$ cat src/design/hbsd_pkg.sv
// Shared types and constants for the bit-serial Huffman decoder.
// No dependencies; every other design file refers to this package by scoped names.
`default_nettype none

package hbsd_pkg;

  // Field widths of the channels.
  localparam int SYM_W    = 8;
  localparam int COUNT_W  = 32;
  localparam int STATUS_W = 2;

  // Size of the symbol alphabet; leaf symbols at or above it are malformed.
  localparam int ALPHABET = 256;

  // Default storage sizes handed to the top level.
  localparam int NODE_DEPTH_DEF  = 512;
  localparam int STACK_DEPTH_DEF = 256;

  // Stream phase.
  typedef enum logic [2:0] {
    PH_NODE,
    PH_SYM,
    PH_DECODE,
    PH_DONE,
    PH_BAD
  } phase_e;

  // Status codes carried with each result beat.
  typedef enum logic [STATUS_W-1:0] {
    ST_OK,
    ST_TRUNC,
    ST_MALFORMED
  } status_e;

  // One result beat.
  typedef struct packed {
    logic [SYM_W-1:0] symbol;
    logic             last;
    status_e          status;
  } res_t;

endpackage

`default_nettype wire

$ cat src/design/hbsd_if.sv
// Valid/ready channel interfaces of the decoder: stream bits, decoded symbols, configuration.
// Depends on hbsd_pkg for the field widths.
`default_nettype none


// Decoded symbol output, one result per beat.
interface hbsd_sym_if;
  logic                            valid;
  logic                            ready;
  logic [hbsd_pkg::SYM_W-1:0]      symbol;
  logic                            last;
  logic [hbsd_pkg::STATUS_W-1:0]   status;

  modport source (output valid, output symbol, output last, output status, input ready);
  modport sink   (input valid, input symbol, input last, input status, output ready);
endinterface


`default_nettype wire

$ cat src/design/hbsd_out_queue.sv
// Two-beat output queue between the decoder core and the symbol channel.
// Depends on hbsd_pkg (res_t) and hbsd_if (hbsd_sym_if).
`default_nettype none

module hbsd_out_queue (
  input  wire logic           clk_i,
  input  wire logic           rst_ni,
  input  wire logic           push_i,
  input  wire hbsd_pkg::res_t push_data_i,
  output logic                room_o,
  hbsd_sym_if.source          out_ch
);

  hbsd_pkg::res_t head_q, head_d;
  hbsd_pkg::res_t skid_q, skid_d;
  logic [1:0]     cnt_q, cnt_d;
  logic           pop;

  // The head slot drives the channel; the skid slot holds a second beat.
  assign out_ch.valid  = (cnt_q != 2'd0);
  assign out_ch.symbol = head_q.symbol;
  assign out_ch.last   = head_q.last;
  assign out_ch.status = head_q.status;
  assign room_o        = (cnt_q != 2'd2);

  assign pop = (cnt_q != 2'd0) && out_ch.ready;

  // Shift the skid slot forward on a pop and place a new beat in the first free slot.
  always_comb begin
    head_d = head_q;
    skid_d = skid_q;
    if (pop) begin
      head_d = skid_q;
    end
    if (push_i) begin
      if (cnt_q == 2'd0 || (cnt_q == 2'd1 && pop)) begin
        head_d = push_data_i;
      end else begin
        skid_d = push_data_i;
      end
    end
    cnt_d = cnt_q + 2'(push_i) - 2'(pop);
  end

  // Occupancy count.
  always_ff @(posedge clk_i or negedge rst_ni) begin
    if (!rst_ni) begin
      cnt_q <= 2'd0;
    end else begin
      cnt_q <= cnt_d;
    end
  end

  // Payload slots.
  always_ff @(posedge clk_i) begin
    head_q <= head_d;
    skid_q <= skid_d;
  end

endmodule

`default_nettype wire

$ cat src/flat_wrapper.sv
// flat-port wrapper written by rule: the top's interface ports become plain ports
module hbsd_out_queue_flat 
  (clk_i, rst_ni, push_i, push_data_i, room_o, out_ch_valid, out_ch_symbol, out_ch_last, out_ch_status, out_ch_ready);
  hbsd_sym_if out_ch_i ();
  input  wire logic clk_i;
  input  wire logic rst_ni;
  input  wire logic push_i;
  input  wire hbsd_pkg::res_t push_data_i;
  output logic room_o;
  output wire logic [$bits(out_ch_i.valid)-1:0] out_ch_valid;
  output wire logic [$bits(out_ch_i.symbol)-1:0] out_ch_symbol;
  output wire logic [$bits(out_ch_i.last)-1:0] out_ch_last;
  output wire logic [$bits(out_ch_i.status)-1:0] out_ch_status;
  input wire logic [$bits(out_ch_i.ready)-1:0] out_ch_ready;
  assign out_ch_valid = out_ch_i.valid;
  assign out_ch_symbol = out_ch_i.symbol;
  assign out_ch_last = out_ch_i.last;
  assign out_ch_status = out_ch_i.status;
  assign out_ch_i.ready = out_ch_ready;
  hbsd_out_queue u_core (.clk_i(clk_i), .rst_ni(rst_ni), .push_i(push_i), .push_data_i(push_data_i), .room_o(room_o), .out_ch(out_ch_i));
endmodule
$ cat config.mk
export PLATFORM = sky130hd
export DESIGN_NAME = hbsd_out_queue_flat
export DESIGN_NICKNAME = d
export VERILOG_FILES = /design/src/design/hbsd_pkg.sv /design/src/design/hbsd_if.sv /design/src/design/hbsd_out_queue.sv /design/src/flat_wrapper.sv
export SDC_FILE = /design/constraint.sdc
export NUM_CORES = 1
export LEC_CHECK = 0
export ABC_AREA = 1
export BUFFER_PORTS_ARGS = -buffer_cell sky130_fd_sc_hd__buf_2
export CAP_MARGIN = 20
export CORE_UTILIZATION = 37
export CTS_CLUSTER_SIZE = 25
export DETAILED_ROUTE_END_ITERATION = 8
export PLACE_DENSITY = 0.57
export SYNTH_ARGS = -nofsm -noshare
export SYNTH_HDL_FRONTEND = slang
export SYNTH_SLANG_ARGS = --single-unit
$ cat constraint.sdc
create_clock -name clk_i -period 5.3 [get_ports clk_i]
set_input_delay 0.53 -clock clk_i [delete_from_list [all_inputs] [get_ports clk_i]]
set_output_delay 0.53 -clock clk_i [all_outputs]
set_load 0.02 [all_outputs]
==> impl_metrics.yaml <==
clock_tree:
  cts_buffers: 3
  path_clk_slew_ns: 0.13
  clock_path_buffers: 2
  cts.sinks: 24
  cts_htree_levels: 1
  cts_root_buf: "clkbuf_4"
  cts_tree: "built"
  clock_latency_ns: 0.30
routing:
  drcViolationCount: 0
  routedWlPerCell_um: 11.2
  num_vias: 796
  dr.pass1.iters: 4
  wl_um: 1980
  drt_iter0_drc: 8
  antenna_left: 0
  vias_per_cell: 4.50
worst_hold_path:
  worstHoldStart: "push_data_i[6]"
  hp-class: "in2reg"
  worstHoldPathCells: 1
  hold_end: "u_core.skid_q[6]$_DFFE_PP_"
floorplanning:
  core_um2: 2570
  io_pins: 28
  start_util_pct: 40.4
  fp.dieW_um: 54.9
  dieArea_um2: 3020
  die_h_um: 54.9
  row_count: 18
cells_and_area:
  insertedDiodeCount: 0
  drive_gt1_share_pct: 25.2
  area_delta_synth_final_pct: 17.6
  finalNetCount: 164
  final_cell_mix: "35 x nand2_1, 27 x buf_2, 22 x inv_1, 22 x nand3_1"
  layout_commonest_cell: "nand2_1"
worst_setup_path:
  arrival_ns: 1.31
  r2r_slack_ns: 3.68
  critPathKind: "reg2out"
  rr_startpoint: "u_core.cnt_q[1]$_DFF_PN0_"
  endpoint_kind: "output port"
  crit_fanout: 12
  reg2reg_depth: 2
  crit_required_ns: 4.77
  cp-start-kind: "flop"
  r2r_end: "u_core.skid_q[3]$_DFFE_PP_"
place:
  gp_congestion: 0.654
  post-place-ws_ns: 3.28
  hpwl_um: 1460
  port_buffers: 27
power_and_ir_drop:
  p_sw_w: 0.000270
  power.leakage_nw: 0.656
  design_power_total_w: 0.000666
  ir_worst_vdd_uv: 288
  seqPwrFrac_pct: 44.0
  swShare_pct: 40.5
  internal_power_w: 0.000396
  pwr-share-comb_pct: 42.1
  cellPowerDensity_nw_per_um2: 547
  clockPowerShare_pct: 13.9
sta:
  min_period_ns: 1.84
  setup-tns-final_ns: 0
  max_slew_margin_pct: 34.6
  timing_hold_violations_final: 0
  period_share_pct: 34.7
  rsz0062_at_grt: "no"
  layout_setup_ws_ns: 3.46
  clock_skew_ns: 0.00916
  tightest_slew_ns: 0.978
  fmax_mhz: 544
  setup_viol: 0
  drv_slew: 0
  worst_hold_slack_ns: 0.408
global_routing:
  grt_pass1_vias: 713
  grt_pass1_wl_um: 3160
  overflow: 0
  track_usage_pct: 15.7
  grt_max_degree: 15
  antenna_found_initial: 0
yosys:
  syn-num-nets: 136
  synthTopCellsByArea: "edfxtp_1 32%, dfxtp_1 21%, nand2_1 13%"
  ys_seq_elements: 24
  synth.distinct_cells: 18
  synthCells: 120
  synth_top_area_share_pct: 31.9
  syn_area_um2: 1040
  synth_top_cell_by_area: "edfxtp_1"
  syn_avg_cell_area_um2: 8.63
  synth_warnings: 0
  ys_seq_area_share_pct: 58.0
job:
  cap_violations: 0
run_status:
  status: "completed"
[layer usage]
metal  up-vias  part of all wire, %  GRT usage (%)
li1        423                    -              -
met1       346                   43           18.5
met2        25                   51           28.7
met3         2                  5.1           2.46
met4         0                 0.76           5.00
met5         -                    0              0
[stage by stage]
step           std cells  instance area, µm²  util [%]
2_1_floorplan        120                1040         -
3_3_place_gp         172                1170      45.7
3_5_place_dp         172                1170      45.7
4_1_cts              177                1220      47.5
5_1_grt              177                1220      47.5
6_report             177                1220      47.5
[logic make-up after synthesis]
| logic type | after synthesis | share of synthesized area (%) |
|---|---|---|
| buf+inv | 31 | 12.9 |
| compound gates | 4 | 2.17 |
| simple gates | 59 | 24.9 |
| fa+ha+maj | 1 | 1.21 |
| xor+xnor | 1 | 0.846 |
| flops | 24 | 58.0 |
[worst max-delay path by stage]
stage | from | to | slack [ns] | depth (start not counted)
3_5_place_dp | out_ch_ready | u_core.skid_q[7]$_DFFE_PP_ | 3.28 | 4
4_1_cts | u_core.cnt_q[1]$_DFF_PN0_ | out_ch_valid | 3.43 | 3
3_3_place_gp | out_ch_ready | u_core.skid_q[7]$_DFFE_PP_ | 3.32 | 4
5_1_grt | u_core.cnt_q[1]$_DFF_PN0_ | out_ch_valid | 3.34 | 3
2_1_floorplan | out_ch_ready | u_core.skid_q[0]$_DFFE_PP_ | 3.42 | 3
6_report | u_core.cnt_q[1]$_DFF_PN0_ | out_ch_valid | 3.46 | 3
[worst max-delay path, cell delays in order, from the launching register on]
cell and delay (ns):
dfrtp_1 0.43, inv_2 0.10, nand2_1 0.23, buf_2 0.25
[sequential cells by signal, summed over array words and instances (netlist names)]
register / count
u_core.cnt_q: 2
u_core.out_ch.symbol: 8
u_core.skid_q: 11
u_core.out_ch.last: 1
u_core.out_ch.status: 2
[repair_timing]
| item | in CTS | in global routing |
|---|---|---|
| hold buffers | 1 | 0 |
| hold endpoints to repair | 2 | 0 |
| setup buffers | 0 | 0 |
| gates resized for setup | 0 | 0 |
[power groups by stage]
| stage | registers, W | clock network [W] | logic, W |
|---|---|---|---|
| 2_1_floorplan | 0.000353 | 0 | 0.000152 |
| 3_3_place_gp | 0.000294 | 0 | 0.000279 |
| 3_5_place_dp | 0.000298 | 0 | 0.000284 |
| 4_1_cts | 0.000294 | 0.0000968 | 0.000287 |
| 5_1_grt | 0.000301 | 0.000105 | 0.000323 |
| 6_report | 0.000293 | 0.0000928 | 0.000280 |
[synth_stat cells (all sizes together)]
library cell / n
nand2: 36
edfxtp: 11
a21oi: 1
inv: 26
ha: 1
o21ai: 2
dfxtp: 11
nand3: 23
a21boi: 1
buf: 5
xor2: 1
dfrtp: 2
[area by class of cell]
class	instances	area (µm²)
Timing Repair Buffer	28	145
Tap cell	30	37.5
Inverter	26	97.6
Sequential cell	24	601
Fill cell	272	1350
Clock buffer	4	36.3
Multi-Input combinational cell	65	302
(Power assumes the default switching activity.)
